===== config.mk =====
export PLATFORM = sky130hd
export DESIGN_NAME = dmbm_queue
export DESIGN_NICKNAME = d
export VERILOG_FILES = /design/src/rtl/core/dmbm_pkg.sv /design/src/rtl/core/dmbm_queue.sv
export SDC_FILE = /design/constraint.sdc
export NUM_CORES = 1
export LEC_CHECK = 0
export BUFFER_PORTS_ARGS = -buffer_cell sky130_fd_sc_hd__clkbuf_2
export CAP_MARGIN = 20
export CORE_MARGIN = 8
export CORE_UTILIZATION = 32
export CTS_BUF_LIST = sky130_fd_sc_hd__clkbuf_2
export DETAILED_ROUTE_END_ITERATION = 16
export PLACE_DENSITY_LB_ADDON = 0.08
export SYNTH_ARGS = -nofsm -noshare
export SYNTH_HDL_FRONTEND = slang
export SYNTH_SLANG_ARGS = --single-unit

===== constraint.sdc =====
create_clock -name clk_i -period 4.2 [get_ports clk_i]
set_input_delay 0.84 -clock clk_i [delete_from_list [all_inputs] [get_ports clk_i]]
set_output_delay 0.84 -clock clk_i [all_outputs]
set_load 0.1 [all_outputs]

===== src/rtl/core/dmbm_pkg.sv =====
package dmbm_pkg;

  // request codes
  localparam logic [1:0] REQ_CLEAR   = 2'd0;
  localparam logic [1:0] REQ_ADD     = 2'd1;
  localparam logic [1:0] REQ_MATCH   = 2'd2;
  localparam logic [1:0] REQ_LARGEST = 2'd3;

  // status codes
  localparam logic [1:0] ST_OK     = 2'd0;
  localparam logic [1:0] ST_NONE   = 2'd1;
  localparam logic [1:0] ST_INELIG = 2'd2;
  localparam logic [1:0] ST_FULL   = 2'd3;

  // eligibility constants
  localparam logic [7:0] BPP_MAX    = 8'd32;
  localparam logic [7:0] BPP_15     = 8'd15;
  localparam logic [7:0] MM_PACKED  = 8'd4;
  localparam logic [7:0] MM_DIRECT  = 8'd6;

  localparam logic [31:0] FB_LIMIT_RESET = 32'd16777216;

  typedef struct packed {
    logic [1:0]  req_type;
    logic [15:0] mode_number;
    logic [15:0] width;
    logic [15:0] height;
    logic [7:0]  bits_per_pixel;
    logic [15:0] pitch_bytes;
    logic        attr_supported;
    logic        attr_linear;
    logic        attr_graphics;
    logic        fb_address_nonzero;
    logic [7:0]  mem_layout;
  } in_item_t;

  typedef struct packed {
    logic [1:0]  status;
    logic        exact_match;
    logic [15:0] out_mode_number;
    logic [15:0] out_width;
    logic [15:0] out_height;
    logic [7:0]  out_bpp;
    logic [6:0]  entry_count;
  } out_item_t;

  // one stored mode
  typedef struct packed {
    logic [15:0] mode_number;
    logic [15:0] width;
    logic [15:0] height;
    logic [7:0]  bpp;
  } entry_t;

  // classified request passed from front to back
  typedef struct packed {
    logic [1:0] req_type;
    logic       eligible;
    entry_t     mode;
  } cmd_t;

endpackage


===== src/rtl/core/dmbm_queue.sv =====
module dmbm_queue (
  input  logic            clk_i,
  input  logic            rst_ni,
  input  logic            push_i,
  input  dmbm_pkg::cmd_t  push_cmd_i,
  output logic            full_o,
  output logic            valid_o,
  output dmbm_pkg::cmd_t  cmd_o,
  input  logic            pop_i
);

  // two entries
  dmbm_pkg::cmd_t slot_q [2];
  logic           wptr_q, rptr_q;
  logic [1:0]     fill_q;
  logic           do_push, do_pop;

  assign full_o  = (fill_q == 2'd2);
  assign valid_o = (fill_q != 2'd0);
  assign cmd_o   = slot_q[rptr_q];
  assign do_push = push_i && !full_o;
  assign do_pop  = pop_i && valid_o;

  always_ff @(posedge clk_i or negedge rst_ni) begin
    if (!rst_ni) begin
      wptr_q <= 1'b0;
      rptr_q <= 1'b0;
      fill_q <= 2'd0;
    end else begin
      if (do_push) wptr_q <= ~wptr_q;
      if (do_pop) rptr_q <= ~rptr_q;
      if (do_push && !do_pop) fill_q <= fill_q + 2'd1;
      else if (!do_push && do_pop) fill_q <= fill_q - 2'd1;
    end
  end

  always_ff @(posedge clk_i) begin
    if (do_push) slot_q[wptr_q] <= push_cmd_i;
  end

endmodule


==> results of run 1 <==
-- placed cells by master, fill, tap and decap left out, drive strengths merged --
cell type and instances:
nand2b 1, dlygate4sd3 1, bufinv 2, xor2 2
mux2 59, dfrtp 4, clkbuf 147, nand2 2
or2 1, inv 2, nor2 2, clkinv 6
and3 1, xnor2 3, edfxtp 118, ha 1
buf 4
-- worst max-delay path: stages (launching register included) --
cell and delay (ps):
dfrtp_4 820, buf_12 330, mux2_4 340, clkbuf_2 370
-- worst paths after layout --
| check | from | endpoint | slack [ps] | depth (start not counted) |
|---|---|---|---|---|
| worst min-delay path | push_cmd_i[9] | slot_q[1][9] | 360 | 1 |
| max in group asynchronous | rst_ni | rptr_q | 3520 | 2 |
| worst max-delay path | rptr_q | cmd_o[0] | 810 | 3 |
| worst max register to register | fill_q[0] | slot_q[1][53] | 2070 | 3 |
| worst min register to register | fill_q[1] | fill_q[1] | 500 | 1 |
| min in group asynchronous | rst_ni | wptr_q | 510 | 2 |
-- logic make-up (layout without fill, tap and decap cells) --
family                     Yosys count  count (layout)  share of synthesized area, %
DFF                                122             122                          76.5
muxes                               59              59                          18.6
buffers and inverters                9             162                          2.92
and+or+nand+nor                      7               7                         0.762
xor gates and xnor gates             5               5                         0.920
adders and majority gates            1               1                         0.263
-- flip-flops by register name (all words and copies together) (netlist names) --
name,cells
wptr_q,1
fill_q,2
slot_q,118
rptr_q,1
-- through the flow --
stage / instance area [um2] / setup WS (ps) / cells / utilization, %
2_1_floorplan: 4760 / 326 / 203 / -
3_3_place_gp: 5540 / 1460 / 507 / 38.1
3_5_place_dp: 5540 / 1460 / 507 / 38.1
4_1_cts: 5760 / 668 / 540 / 39.6
5_1_grt: 5760 / 612 / 540 / 39.6
6_report: 5760 / 810 / 540 / 39.6
-- cell type report --
type	instances	area, um2	share of cell area [%]
repair buffers	128	681	11.8
clock inverters	8	83.8	1.46
inverters	2	7.51	0.130
clock buffers	24	120	2.09
well taps	184	230	4.00
flip-flops and latches	122	3650	63.4
multi-input cells	72	987	17.1
-- per-layer routing --
layer  vias to the layer above  share of wire (%)  track usage, %
li1                       1077                  -               -
met1                      1120                 41            10.8
met2                        85                 47            15.8
met3                        15                 10            5.36
met4                         0                2.1            5.37
met5                         -                  0               0
-- timing repair --
action                                 4_1_cts  5_1_grt
hold buffers                                 1        0
resized for setup                            0        0
endpoints found under the hold margin        4        0
==> flow_metrics.tcl, run 1 <==
set metrics [dict create \
    worstSetupEndpointType "output port" \
    required_ps 3360 \
    syn_nets 267 \
    final_nets 407 \
    synth_edf_count 118 \
    grt_pass1_wl_um 13800 \
    dieWidth_um 138 \
    clk_latency_ps 650 \
    viasPerCell 4.25 \
    synthArstFlopShare_pct 3.28 \
    synthTopCellsByArea "edfxtp_1, mux2_4, buf_12" \
    clock-sinks 122 \
    slew-limit-headroom_pct 41.1 \
    clk_pin_slew_worst_paths_ps 170 \
    hold_viol_final 0 \
    postSynthAreaPerCell_um2 23.5 \
    coreArea_um2 14500 \
    die_h_um 138 \
    grt_util_all_layers_pct 10.1 \
    worstSetupStartpointType "flop" \
    finalSetupViolCount 0 \
    syn_to_final_growth_pct 20.9 \
    hp-class "input pin to flop" \
    dr.pass1.iters 4 \
    grt_pass1_vias 2553 \
    worstSetupPathType "flop to output port" \
    max-clock-path-buffers 2 \
    postCtsSetupRepairBufs 0 \
    worst-slew-pin-transition_ps 882 \
    synth.distinct_cells 15 \
    avgRoutedWirePerCell_um 17.2 \
    htreeDepth 4 \
    synth_common_cells "edfxtp_1, mux2_4, buf_12" \
    fillers 1363 \
    vias 2297 \
    synth_seq_area_share_pct 76.5 \
    synth_flop_cell "edfxtp_1" \
    hold_slack_ps 358 \
    io_buffers 123 \
    gp_congestion 0.654 \
    ys_warn_count 0 \
    min_period_ps 3390 \
    wl_um 9310 \
    drtIter0Drc 78 \
    antenna_found_initial 0 \
    fmax_ghz 0.295 \
    grt_max_degree 34 \
    synth_area_um2 4760 \
    root_buffer "clkbuf_2" \
    critPathMaxFanout 33 \
    grt.overflow.total 0 \
    outcome "complete, no violations" \
    maxCapViolations 0 \
    drive_gt1_share_pct 61.0 \
    period_share_pct 80.7 \
    synthCells 203 \
    drc 0 \
    start_util_pct 32.8 \
    ys_ff_latch 122 \
    cts_tree "yes" \
    die_area_um2 19000 \
    ant_nets 0 \
    num_io_pins 124 \
    tns_ps 0 \
    drv_slew 0 \
    cp_data_arrival_time_ps 2550 \
    cts_buffers 17 \
    finClkSkew_ps 22.1 \
    synth_top_cell_by_area "edfxtp_1" \
    rsz0062_at_grt "false" \
    placementRows 44 \
    synth.most_common_cell "edfxtp_1" \
    n_antenna_cell 0 \
    synth_top_area_share_pct 74.4 \
]
Power of run 1 is not shown: default switching activity piles up to over one toggle a cycle in this logic, so the estimate is an artifact.
==> inputs of run 2 (changes only) <==
==> constraint.sdc (replaced) <==
create_clock -name clk_i -period 3.45 [get_ports clk_i]
set_input_delay 0.69 -clock clk_i [delete_from_list [all_inputs] [get_ports clk_i]]
set_output_delay 0.69 -clock clk_i [all_outputs]
set_load 0.1 [all_outputs]
==> run 2 against run 1 <==
Compared with the run above:
- sequential cell count unchanged
- via count up 0.70%
- count of clock-buffer cells in the layout down 5
- global-route usage up 0.13 points
- routed wire length up 0.73%
- hold slack worse by 140 ps
- critical endpoint is now cmd_o[32]
- highest routed layer unchanged
==> flow_metrics.tcl, run 2 (synthesized netlist as in run 1, its figures left out) <==
set metrics [dict create \
    outcome "complete, no violations" \
    finClkSkew_ps 17.7 \
    gp_congestion 0.698 \
    root_buffer "clkbuf_2" \
    tns_ps 0 \
    worstSetupPathType "flop to output port" \
    cts-resized-gates 0 \
    dieWidth_um 138 \
    drv_slew 0 \
    reg_top3 "slot_q x118, fill_q x2" \
    reg2reg_slack_ps 1510 \
    fin_area_um2 5720 \
    final_cell_mix "clkbuf_2, edfxtp_1, mux2_4" \
    drt-met1-wl_um 3960 \
    grt_pass1_vias 2494 \
    grt_pass1_wl_um 14000 \
    dr.pass1.iters 4 \
    die_area_um2 19000 \
    cp_data_arrival_time_ps 2440 \
    routed.top_layer "met4" \
    clock-sinks 122 \
    worstSetupStartpointType "flop" \
    n_antenna_cell 0 \
    maxCapViolations 0 \
    final_nets 407 \
    coreArea_um2 14500 \
    hp-class "input pin to flop" \
    drive_gt1_share_pct 61.0 \
    final_common_cell "clkbuf_2" \
    place_ws_ps 966 \
    syn_to_final_growth_pct 20.2 \
    die_h_um 138 \
    dr_wl_met2_um 4430 \
    drtIter0Drc 113 \
    num_io_pins 124 \
    viasPerCell 4.28 \
    cts_buffers 17 \
    regMostFlops "slot_q" \
    ant_nets 0 \
    rsz0062_at_grt "false" \
    io_buffers 123 \
    place_area_um2 5560 \
    period_share_pct 90.8 \
    required_ps 2760 \
    critPathMaxFanout 27 \
    cts_tree "yes" \
    wl_met3_um 856 \
    start_util_pct 32.8 \
    vias 2313 \
    fillers 1410 \
    dp_hpwl_um 6430 \
    fmax_ghz 0.319 \
    antenna_found_initial 0 \
    clk_pin_slew_worst_paths_ps 170 \
    hold_viol_final 0 \
    wl_um 9380 \
    slew-limit-headroom_pct 56.3 \
    htreeDepth 4 \
    drc 0 \
    max-clock-path-buffers 2 \
    clk_latency_ps 650 \
    worstSetupEndpointType "output port" \
    hold_slack_ps 214 \
    avgRoutedWirePerCell_um 17.4 \
    grt.overflow.total 0 \
    grt_util_all_layers_pct 10.2 \
    largest_reg_flops 118 \
    finalSetupViolCount 0 \
    min_period_ps 3130 \
    worst-slew-pin-transition_ps 654 \
    placementRows 44 \
    setup_ws_ps 318 \
    grt_max_degree 47 \
]
==> run 2: changes by cell type in the layout (fill, tap and decap cells not counted) <==
cell | previous run | this run
bufinv_16 | 2 | 0
clkinv_2 | 1 | 7
buf_12 | 2 | 3
clkbuf_2 | 147 | 142
buf_4 | 2 | 1
clkinvlp_4 | 0 | 1
==> run 2: final cells by class <==
cell class / count / area [um2] / area share [%]
multi-input cells: 72 / 987 / 17.3
inverters: 2 / 7.51 / 0.131
clock inverters: 13 / 61.3 / 1.07
well taps: 184 / 230 / 4.02
flip-flops and latches: 122 / 3650 / 63.7
clock buffers: 19 / 95.1 / 1.66
repair buffers: 128 / 693 / 12.1
==> run 2: worst paths after layout <==
kind / startpoint / to / depth (start not counted)
max in group asynchronous: rst_ni / rptr_q / 2
setup reg to reg: fill_q[0] / slot_q[0][35] / 4
hold / removal: push_cmd_i[43] / slot_q[0][43] / 1
hold reg to reg: fill_q[1] / fill_q[1] / 1
setup / recovery: rptr_q / cmd_o[32] / 3
min in group asynchronous: rst_ni / wptr_q / 2
==> run 2: worst max-delay path, cell delays in order (launching register included) <==
cell and delay (ps):
dfrtp_4 770, buf_12 310, mux2_4 330, clkbuf_2 370
==> run 2: through the flow <==
stage	utilization (%)	cells
2_1_floorplan	-	203
3_3_place_gp	38.2	507
3_5_place_dp	38.2	507
4_1_cts	39.4	540
5_1_grt	39.4	540
6_report	39.4	540
==> run 2: routing by layer <==
| layer | vias to the layer above | track usage [%] |
|---|---|---|
| met1 | 1146 | 12.0 |
| met2 | 79 | 15.3 |
| met4 | 0 | 4.66 |
| met3 | 12 | 5.29 |
| met5 | - | 0 |
| li1 | 1076 | - |
==> run 2: repair_timing <==
item                                   CTS  global route
endpoints found under the hold margin    4             0
buffers inserted                         0             0
hold buffers                             1             0
Power of run 2 is left out for the same reason.
