===== config.mk =====
export PLATFORM = sky130hd
export DESIGN_NAME = dmbm_front
export DESIGN_NICKNAME = d
export VERILOG_FILES = /design/src/rtl/core/dmbm_pkg.sv /design/src/rtl/core/dmbm_front.sv
export SDC_FILE = /design/constraint.sdc
export NUM_CORES = 1
export LEC_CHECK = 0
export BUFFER_PORTS_ARGS = -buffer_cell sky130_fd_sc_hd__buf_2
export CORE_MARGIN = 4
export CORE_UTILIZATION = 57
export CTS_CLUSTER_DIAMETER = 50
export DETAILED_ROUTE_END_ITERATION = 12
export GPL_ROUTABILITY_DRIVEN = 0
export PLACE_DENSITY_LB_ADDON = 0.15
export SYNTH_ARGS = -nofsm -noshare
export SYNTH_HDL_FRONTEND = slang
export SYNTH_SLANG_ARGS = --single-unit

===== constraint.sdc =====
create_clock -name clk_i -period 6.99 [get_ports clk_i]
set_clock_uncertainty 0.1 [all_clocks]
set_input_delay 0 -clock clk_i [delete_from_list [all_inputs] [get_ports clk_i]]
set_output_delay 0 -clock clk_i [all_outputs]
set_load 0.02 [all_outputs]

===== src/rtl/core/dmbm_pkg.sv =====
package dmbm_pkg;

  // request codes
  localparam logic [1:0] REQ_CLEAR   = 2'd0;
  localparam logic [1:0] REQ_ADD     = 2'd1;
  localparam logic [1:0] REQ_MATCH   = 2'd2;
  localparam logic [1:0] REQ_LARGEST = 2'd3;

  // status codes
  localparam logic [1:0] ST_OK     = 2'd0;
  localparam logic [1:0] ST_NONE   = 2'd1;
  localparam logic [1:0] ST_INELIG = 2'd2;
  localparam logic [1:0] ST_FULL   = 2'd3;

  // eligibility constants
  localparam logic [7:0] BPP_MAX    = 8'd32;
  localparam logic [7:0] BPP_15     = 8'd15;
  localparam logic [7:0] MM_PACKED  = 8'd4;
  localparam logic [7:0] MM_DIRECT  = 8'd6;

  localparam logic [31:0] FB_LIMIT_RESET = 32'd16777216;

  typedef struct packed {
    logic [1:0]  req_type;
    logic [15:0] mode_number;
    logic [15:0] width;
    logic [15:0] height;
    logic [7:0]  bits_per_pixel;
    logic [15:0] pitch_bytes;
    logic        attr_supported;
    logic        attr_linear;
    logic        attr_graphics;
    logic        fb_address_nonzero;
    logic [7:0]  mem_layout;
  } in_item_t;

  typedef struct packed {
    logic [1:0]  status;
    logic        exact_match;
    logic [15:0] out_mode_number;
    logic [15:0] out_width;
    logic [15:0] out_height;
    logic [7:0]  out_bpp;
    logic [6:0]  entry_count;
  } out_item_t;

  // one stored mode
  typedef struct packed {
    logic [15:0] mode_number;
    logic [15:0] width;
    logic [15:0] height;
    logic [7:0]  bpp;
  } entry_t;

  // classified request passed from front to back
  typedef struct packed {
    logic [1:0] req_type;
    logic       eligible;
    entry_t     mode;
  } cmd_t;

endpackage


===== src/rtl/core/dmbm_front.sv =====
module dmbm_front (
  input  logic                clk_i,
  input  logic                rst_ni,
  input  logic                in_valid_i,
  output logic                in_stall_o,
  input  dmbm_pkg::in_item_t  in_item_i,
  input  logic [31:0]         fb_limit_i,
  output logic                push_o,
  output dmbm_pkg::cmd_t      push_cmd_o,
  input  logic                full_i
);

  localparam logic [1:0] F_IDLE = 2'd0;
  localparam logic [1:0] F_MUL  = 2'd1;
  localparam logic [1:0] F_CHK  = 2'd2;

  logic [1:0]         state_q, state_d;
  dmbm_pkg::in_item_t item_q;
  logic [31:0]        prod_q;
  logic [39:0]        need_full;
  logic [36:0]        need;
  logic               attr_ok, bpp_ok, mm_ok, size_ok;

  assign in_stall_o = (state_q != F_IDLE);

  always_comb begin
    state_d = state_q;
    push_o  = 1'b0;
    case (state_q)
      F_IDLE: begin
        if (in_valid_i) state_d = F_MUL;
      end
      F_MUL: begin
        state_d = F_CHK;
      end
      F_CHK: begin
        if (!full_i) begin
          push_o  = 1'b1;
          state_d = F_IDLE;
        end
      end
      default: state_d = F_IDLE;
    endcase
  end

  always_ff @(posedge clk_i or negedge rst_ni) begin
    if (!rst_ni) begin
      state_q <= F_IDLE;
    end else begin
      state_q <= state_d;
    end
  end

  // pitch * height, then times bpp in the check cycle
  always_ff @(posedge clk_i) begin
    if (state_q == F_IDLE && in_valid_i) item_q <= in_item_i;
    if (state_q == F_MUL) prod_q <= 32'(item_q.pitch_bytes) * 32'(item_q.height);
  end

  assign need_full = 40'(prod_q) * 40'(item_q.bits_per_pixel);
  assign need      = need_full[39:3];

  assign attr_ok = item_q.attr_supported & item_q.attr_linear & item_q.attr_graphics &
                   item_q.fb_address_nonzero;
  assign bpp_ok  = ((item_q.bits_per_pixel[2:0] == 3'd0) ||
                    (item_q.bits_per_pixel == dmbm_pkg::BPP_15)) &&
                   (item_q.bits_per_pixel <= dmbm_pkg::BPP_MAX);
  assign size_ok = (need <= {5'd0, fb_limit_i});
  assign mm_ok   = (item_q.mem_layout == dmbm_pkg::MM_PACKED) ||
                   (item_q.mem_layout == dmbm_pkg::MM_DIRECT);

  always_comb begin
    push_cmd_o.req_type         = item_q.req_type;
    push_cmd_o.eligible         = attr_ok & bpp_ok & size_ok & mm_ok;
    push_cmd_o.mode.mode_number = item_q.mode_number;
    push_cmd_o.mode.width       = item_q.width;
    push_cmd_o.mode.height      = item_q.height;
    push_cmd_o.mode.bpp         = item_q.bits_per_pixel;
  end

endmodule


==> results list, run 1 <==
* Clock slew seen by the registers of the worst setup and hold paths: 0.06 ns
* Crit path arrival time: 7.52 ns
- Critical path class: flip-flop to primary output
* Post-Route WL: 48500 um
- Layout Cells excl Fill: 3034
- Count of pins on the block boundary: 183
- Number of synthesized register bits: 119
- Reg-to-reg endpoint: prod_q[28]
- Across all register-to-register paths, the minimum setup slack is 0.35 ns.
- Violated checks: setup timing
- Share of the cycle needed by the critical path after routing: 1.09
- Fill count: 2854
* H-tree levels: 4
* Most common flop cell mapped by yosys: sky130_fd_sc_hd__edfxtp_1
- RSZ-0062 raised after global routing: yes
- For the finished layout, the period the worst path requires is 7.62 ns.
* Syn Inst Count: 2230
- For this run, the register share of the synthesized area comes to 0.166.
* Post-Synthesis Net Count: 2920
* Crit end category: primary output
- Number of antenna violations at the first check in global routing: 0
* MaxCap Viol Count: 0
* Routed vias/inst: 5.16
- In this design, the stage delay of the slowest critical-path cell is 0.55 ns.
- The run finished, with violations left.
* Cell accounting for the most synthesized area: sky130_fd_sc_hd__fa_1
* Post-Route Hold Slack: 0.176 ns
* Bufs and invs on worst path: 4
- Share of synthesized flip-flops with an asynchronous set or reset: 0.0168
- Tightest Pin Transition: 1.06 ns
- Class of the tightest hold or removal check: input port to flip-flop
- The max-slew violation count was 0.
- The share of synthesized area in the top cell type comes to 0.350.
- The tree built by TritonCTS fans out to 119 sinks.
- Die Area: 40700 um2
- In the final layout, the multi-input gates occupy 15600 um2.
- Placed inst area: 23400 um2
* Path depth of the worst reg2reg path: 21
* Cell with the largest stage delay on the worst path: sky130_fd_sc_hd__fa_1
- Final routed DRC violation total: 0
- The final hold violation count is 0.
* Number of cells on the worst hold path: 2
- The initialized floorplan defines 70 standard-cell rows.
- The number of antenna diodes in the final layout is 0.
* Clock latency at the later pin of the worst-skew pair: 0.43 ns
- The first global-routing pass estimated 83600 um of wire.
* Hold Crit Start: in_item_i[38]
* Mapped Avg Cell Area: 9.60 um2
* Area inside the core boundary: 36800 um2
- Entering global routing, the biggest net connects 86 pins.
- Buffer count from post-CTS setup fixing: 0
- For this run, the total global-route usage over all layers was measured as 0.246.
- Initial Utilization: 0.582
- Startpoint type of the worst setup path: flip-flop
* Final net count: 3243
- In this run the remaining antenna-violating nets after routing total 0.
- Port Buffers: 181
* Critical path's most frequent cell: sky130_fd_sc_hd__fa_1
- Setup slack on the critical path of the routed design comes to -0.633 ns.
- Instance count after placement with tap cells included: 2913
- After synthesis, the cell types taking the most area are sky130_fd_sc_hd__fa_1 35%, sky130_fd_sc_hd__edfxtp_1 16%, sky130_fd_sc_hd__ha_1 11%, sky130_fd_sc_hd__and2_1 9.2%, sky130_fd_sc_hd__inv_1 8.4%.
- Vias in the first global route: 17.3k
* Worst slew margin relative to its limit: 0.291
- Width of the die: 202 um
- The first detailed-routing pass ran for 5 iterations.
* Clk buf depth: 2
- The critical path runs through a total of 28 cells.
- For this run, the top clock speed supported by timing is 131 MHz.
- Gate family responsible for the most delay along the worst path: compound AO/OA/AOI/OAI gates
* Total via count after detailed routing: 15.7k
* Required time at the endpoint of the critical path: 6.89 ns
* Largest driver fanout on the critical path: 11
* Sum of net half-perimeters after detailed placement: 39000 um
- Initial detailed-routing violation count: 582
- R2R Path Start: push_cmd_o[13]
- Most repeated cell in the gate-level netlist after synthesis: sky130_fd_sc_hd__inv_1
- From bottom edge to top edge, the die measures 202 um.
- The finished cells cover 25100 um2.
* Ratio of cells with drive above 1 in the final layout: 0.160
* Total gr overflow: 0
* Netlist cell types: 68
* Synth top cells by count: 477 x sky130_fd_sc_hd__inv_1, 374 x sky130_fd_sc_hd__fa_1, 315 x sky130_fd_sc_hd__and2_1, 231 x sky130_fd_sc_hd__nand2_1, 194 x sky130_fd_sc_hd__ha_1
* CTS buffer count: 17
- In the final routed layout, each cell accounts on average for 16.0 um.
* Sequential standard cell area: 3560 um2
- The tree is rooted in a sky130_fd_sc_hd__clkbuf_16.
- Yosys mapped a number of flops with a built-in enable equal to 117.
* Worst Hold Endpoint: push_cmd_o[10]
- Post-synthesis to final-layout area growth: 17.1%
- Measured on the finished design, the core utilization comes to 0.681.
- During synthesis, Yosys emitted a total of 0 warnings.
- Setup violations remaining at the end of the flow were counted as 1.
- Summing every instance area after synthesis gives 21400 um2.
- TritonCTS built the clock tree.
placed cells by master, fill, tap and decap left out, types with 3 or more instances in the layout:
master / Yosys / layout
sky130_fd_sc_hd__clkinvlp_4: 0 / 3
sky130_fd_sc_hd__or2_2: 6 / 6
sky130_fd_sc_hd__ha_1: 194 / 190
sky130_fd_sc_hd__xnor2_1: 41 / 41
sky130_fd_sc_hd__nand2_1: 231 / 230
sky130_fd_sc_hd__and2_1: 315 / 313
sky130_fd_sc_hd__a31o_2: 3 / 3
sky130_fd_sc_hd__ha_4: 0 / 4
sky130_fd_sc_hd__xor2_1: 16 / 16
sky130_fd_sc_hd__a211oi_1: 5 / 5
sky130_fd_sc_hd__inv_6: 0 / 4
sky130_fd_sc_hd__buf_4: 58 / 151
sky130_fd_sc_hd__nor4_1: 6 / 5
sky130_fd_sc_hd__nand2b_1: 8 / 8
sky130_fd_sc_hd__buf_2: 1 / 180
sky130_fd_sc_hd__a21oi_1: 69 / 63
sky130_fd_sc_hd__o31ai_1: 4 / 4
sky130_fd_sc_hd__nand4b_1: 3 / 3
sky130_fd_sc_hd__clkbuf_16: 0 / 17
sky130_fd_sc_hd__inv_8: 0 / 3
sky130_fd_sc_hd__nor3_1: 12 / 11
sky130_fd_sc_hd__nor2_1: 43 / 42
sky130_fd_sc_hd__nand3_1: 17 / 17
sky130_fd_sc_hd__nand4_1: 17 / 17
sky130_fd_sc_hd__a31oi_1: 6 / 6
sky130_fd_sc_hd__inv_1: 477 / 477
sky130_fd_sc_hd__fa_1: 374 / 373
sky130_fd_sc_hd__and4_1: 3 / 3
sky130_fd_sc_hd__nand3b_1: 6 / 6
sky130_fd_sc_hd__o21bai_1: 8 / 8
sky130_fd_sc_hd__edfxtp_1: 117 / 117
sky130_fd_sc_hd__a21o_1: 35 / 35
sky130_fd_sc_hd__o21ai_0: 28 / 26
sky130_fd_sc_hd__a21oi_2: 1 / 7
sky130_fd_sc_hd__and3_1: 3 / 3
sky130_fd_sc_hd__nor2b_1: 6 / 5
sky130_fd_sc_hd__dlygate4sd3_1: 0 / 89
sky130_fd_sc_hd__or3_1: 5 / 5
sky130_fd_sc_hd__buf_6: 1 / 4
cells by family (layout without fill, tap and decap cells):
group / count (synthesis) / count (layout) / synth area share
AND/OR/NAND/NOR: 687 / 687 / 0.169
multiplexers: 2 / 2 / 0.000935
flip-flops: 119 / 119 / 0.166
XOR/XNOR: 57 / 57 / 0.0233
adder cells (fa/ha/maj): 568 / 568 / 0.463
AO/OA/AOI/OAI: 200 / 200 / 0.0621
buffers and inverters: 597 / 933 / 0.115
worst max path at each step:
stage / startpoint / to / slack (ns)
2_1_floorplan: push_cmd_o[4] / push_cmd_o[56] / 0.04
3_3_place_gp: push_cmd_o[4] / push_cmd_o[56] / -0.21
3_5_place_dp: push_cmd_o[4] / push_cmd_o[56] / -0.37
4_1_cts: push_cmd_o[5] / push_cmd_o[56] / -0.71
5_1_grt: push_cmd_o[2] / push_cmd_o[56] / -1.01
6_report: push_cmd_o[2] / push_cmd_o[56] / -0.63
registers in the layout, summed over array words and instances (netlist names):
register	flops
push_cmd_o	58
prod_q	32
item_q	27
state_q	2
metrics by stage:
stage          TNS (ns)  worst slack, ns
6_report         -0.633           -0.633
5_1_grt           -1.01            -1.01
4_1_cts          -0.707           -0.707
3_5_place_dp     -0.372           -0.372
3_3_place_gp     -0.213           -0.213
2_1_floorplan         0           0.0368
final cells by class:
class / count / area share
multi-input combinational: 1514 / 0.621
tap: 468 / 0.0234
clock inverter: 14 / 0.00659
sequential: 119 / 0.142
clock buffer: 18 / 0.0171
timing repair buffer: 424 / 0.119
inverter: 477 / 0.0714
layer usage:
layer,global-route usage,routed length (um)
met2,0.427,24200
met3,0.0324,1950
met4,0.0635,821
met1,0.331,21500
met5,0,0
timing repair:
item                                    in CTS  in global routing
endpoints found under the setup margin       1                  2
endpoints found under the hold margin       89                  0
hold buffers                                89                  0
gates resized for setup                     14                 19
pin swaps                                    1                  8
Power of run 1 is left out: the tool's default activity adds up to more than one toggle a clock period on the data nets, which glitch-free logic cannot reach.
==> run 2: changes to the inputs <==
--- a/config.mk
+++ b/config.mk
@@ -8,2 +8,3 @@
 export BUFFER_PORTS_ARGS = -buffer_cell sky130_fd_sc_hd__buf_2
+export CORE_ASPECT_RATIO = 0.9
 export CORE_MARGIN = 4
--- a/constraint.sdc
+++ b/constraint.sdc
@@ -4,2 +4,2 @@
 set_output_delay 0 -clock clk_i [all_outputs]
-set_load 0.02 [all_outputs]
+set_load 0.005 [all_outputs]
==> results list, run 2 (synthesized netlist as in run 1, its figures left out) <==
- The total routing resource utilization after global routing came to 0.261 (+0.0147).
* Detailed Routing Iterations Pass 1: 5 (unchanged)
- Worst slew margin relative to its limit: 0.299 (+0.00806)
* Critical Path Sink: push_cmd_o[56]
* Antenna Nets Post-Route: 0 (unchanged)
* Bufs and invs on worst path: 6 (+2)
- The clock period minus worst slack came to 7.83 ns (+0.202 ns).
- On the critical path, the stage with the largest delay is an instance of sky130_fd_sc_hd__fa_1.
* Total clock sinks: 119 (unchanged)
* Area inside the core boundary: 37100 um2 (+0.96%)
- The port buffer count was 181 (unchanged).
* Routed wirelength normalized by instance count: 16.6 um (+4.1%)
- The fraction of the cycle the final worst path needs was 1.12 (+0.0290).
* Ratio of cells with drive above 1 in the final layout: 0.169 (+0.00945)
- Most common cell after layout, fill and taps aside: sky130_fd_sc_hd__inv_1
* Vias in the first global route: 17.4k (+1.0%)
- Total gr overflow: 0 (unchanged)
- The slack of the worst reg-to-reg path is 0.38 ns (+0.03 ns).
* Root cell of the clock tree: sky130_fd_sc_hd__clkbuf_16
- Routed vias/inst: 5.19 (+0.67%)
- The total half-perimeter wirelength after legalization and detailed placement came to 40900 um (+4.8%).
* Violated checks: setup timing
- Width of the die: 212 um (+5.2%)
- Cell area after layout: 25400 um2 (+1.3%)
* Setup violations, final: 1 (unchanged)
* Count of inserted antenna diode cells: 0 (unchanged)
* Critical path's most frequent cell: sky130_fd_sc_hd__fa_1
- The critical path is of the flip-flop to primary output type.
- The effective utilization at floorplan was 0.576 (-0.00551).
- The initial detailed-routing violation count is 954 (+64%).
* Critical Path Start: push_cmd_o[3]
* Clock slew seen by the registers of the worst setup and hold paths: 0.07 ns (about the same)
- The via count of the routed design came to 16.0k (+2.3%).
- The number of fill cells in the layout is 2860 (+0.21%).
- Clock latency at the later pin of the worst-skew pair: 0.43 ns (about the same)
- The final hold violation count came to 0 (unchanged).
* Final routed DRC violation total: 0 (unchanged)
- Max Freq: 128 MHz (-2.6%)
* Required time at the endpoint of the critical path: 6.89 ns (about the same)
* Post-Route WL: 51300 um (+5.8%)
- Count of pins on the block boundary: 183 (unchanged)
* Largest driver fanout on the critical path: 6 (-5)
- Final setup margin: -0.835 ns (-0.202 ns)
- Levels on crit path: 30 (+7.1%)
* Final count of pins violating max slew: 0 (unchanged)
- H-tree levels: 4 (unchanged)
- Startpoint type of the worst setup path: flip-flop
- Tightest Pin Transition: 1.05 ns (-0.0121 ns)
- Overall die height: 192 um (-4.9%)
- Post-synthesis to final-layout area growth: 18.6%
- Placed inst area: 23600 um2 (+0.89%)
* Global-route wire length before repair: 86200 um (+3.1%)
- Total number of placement rows: 67 (-4.3%)
* CTS buffer count: 17 (unchanged)
- The top cell types in the final layout, fill and taps aside, are 477 x sky130_fd_sc_hd__inv_1, 373 x sky130_fd_sc_hd__fa_1, 313 x sky130_fd_sc_hd__and2_1.
- The worst hold path stage count was 2 (unchanged).
- RSZ-0062 raised after global routing: yes
- The final design utilization is 0.683 (+0.00204).
- R2R Path Start: item_q[21]
- The min-delay analysis places its worst path in the category input port to flip-flop.
- Die Area: 40700 um2 (about the same)
- Reg-to-reg endpoint: prod_q[28]
* Path depth of the worst reg2reg path: 22 (+4.8%)
- The longest individual stage delay on the worst path was 0.54 ns (about the same).
- The largest net degree at the start of global routing was 85 (-1.2%).
- The maximum clock path buffer count is 2 (unchanged).
* Max FFs per register: 58 (unchanged)
- The number of violations of the max-capacitance limit was 0 (unchanged).
- The run finished, with violations left.
- STA classifies the critical path endpoint as a primary output.
* Crit path arrival time: 7.73 ns (+0.21 ns)
* Number of antenna violations at the first check in global routing: 0 (unchanged)
- Final net count: 3277 (+1.0%)
* Gate family responsible for the most delay along the worst path: adder cells
* CTS tree: yes
-- run 2: cell count changes in the layout (fill, tap and decap cells not counted), sizes merged --
cell	change
clkinv	+2
buf	+33
clkinvlp	-1
-- run 2: routing by layer --
layer	vias up	wire, um	track usage
li1	7552	-	-
met1	7893	22300	0.354
met2	479	24800	0.436
met3	89	2890	0.0418
met4	0	1290	0.0817
met5	-	0	0
-- run 2: what timing repair did --
| item | CTS | global route |
|---|---|---|
| endpoints found under the hold margin | 90 | 0 |
| gates cloned | 0 | 1 |
| setup endpoints to repair | 1 | 1 |
| buffers inserted | 4 | 5 |
| hold buffers | 89 | 0 |
| gates resized for setup | 11 | 20 |
| pin swaps | 8 | 23 |
-- run 2: final cells by class --
cell class / count / area (um2) / area share
inverter: 477 / 1790 / 0.0705
timing repair buffer: 458 / 3290 / 0.130
clock inverter: 15 / 169 / 0.00666
clock buffer: 17 / 425 / 0.0168
tap: 483 / 604 / 0.0238
sequential: 119 / 3560 / 0.140
multi-input combinational: 1514 / 15500 / 0.612
-- run 2: worst register-to-register path, stage by stage (launching register included) --
cell                       delay (ns)
sky130_fd_sc_hd__edfxtp_1        0.53
sky130_fd_sc_hd__buf_4           0.26
sky130_fd_sc_hd__and2_1          0.20
sky130_fd_sc_hd__fa_1            0.54
sky130_fd_sc_hd__inv_1           0.05
sky130_fd_sc_hd__fa_1            0.48
sky130_fd_sc_hd__fa_1            0.52
sky130_fd_sc_hd__inv_1           0.06
sky130_fd_sc_hd__fa_1            0.52
sky130_fd_sc_hd__inv_1           0.04
sky130_fd_sc_hd__fa_1            0.45
sky130_fd_sc_hd__fa_1            0.49
sky130_fd_sc_hd__inv_1           0.04
sky130_fd_sc_hd__ha_1            0.35
sky130_fd_sc_hd__a211o_1         0.18
sky130_fd_sc_hd__o221a_2         0.20
sky130_fd_sc_hd__nand4_1         0.10
sky130_fd_sc_hd__a31oi_1         0.28
sky130_fd_sc_hd__nor2_1          0.14
sky130_fd_sc_hd__o311a_1         0.32
sky130_fd_sc_hd__o31ai_1         0.25
sky130_fd_sc_hd__a21oi_1         0.12
sky130_fd_sc_hd__xnor2_1         0.13
-- run 2: worst min-delay path by stage --
stage / to / from
2_1_floorplan: state_q[0] / rst_ni
3_3_place_gp: state_q[0] / rst_ni
3_5_place_dp: state_q[1] / rst_ni
4_1_cts: push_cmd_o[26] / in_item_i[54]
5_1_grt: item_q[6] / in_item_i[6]
6_report: item_q[7] / in_item_i[7]
-- run 2: metrics by stage --
stage | hold slack, ns | setup WS [ns] | instances | TNS [ns]
2_1_floorplan | -0.396 | 0.0477 | 2230 | 0
3_3_place_gp | -0.314 | -0.388 | 2952 | -0.388
3_5_place_dp | -0.314 | -0.554 | 2952 | -0.554
4_1_cts | 0.158 | -0.818 | 3077 | -0.818
5_1_grt | 0.174 | -1.11 | 3083 | -1.11
6_report | 0.170 | -0.835 | 3083 | -0.835
Power of run 2 is left out for the same reason.
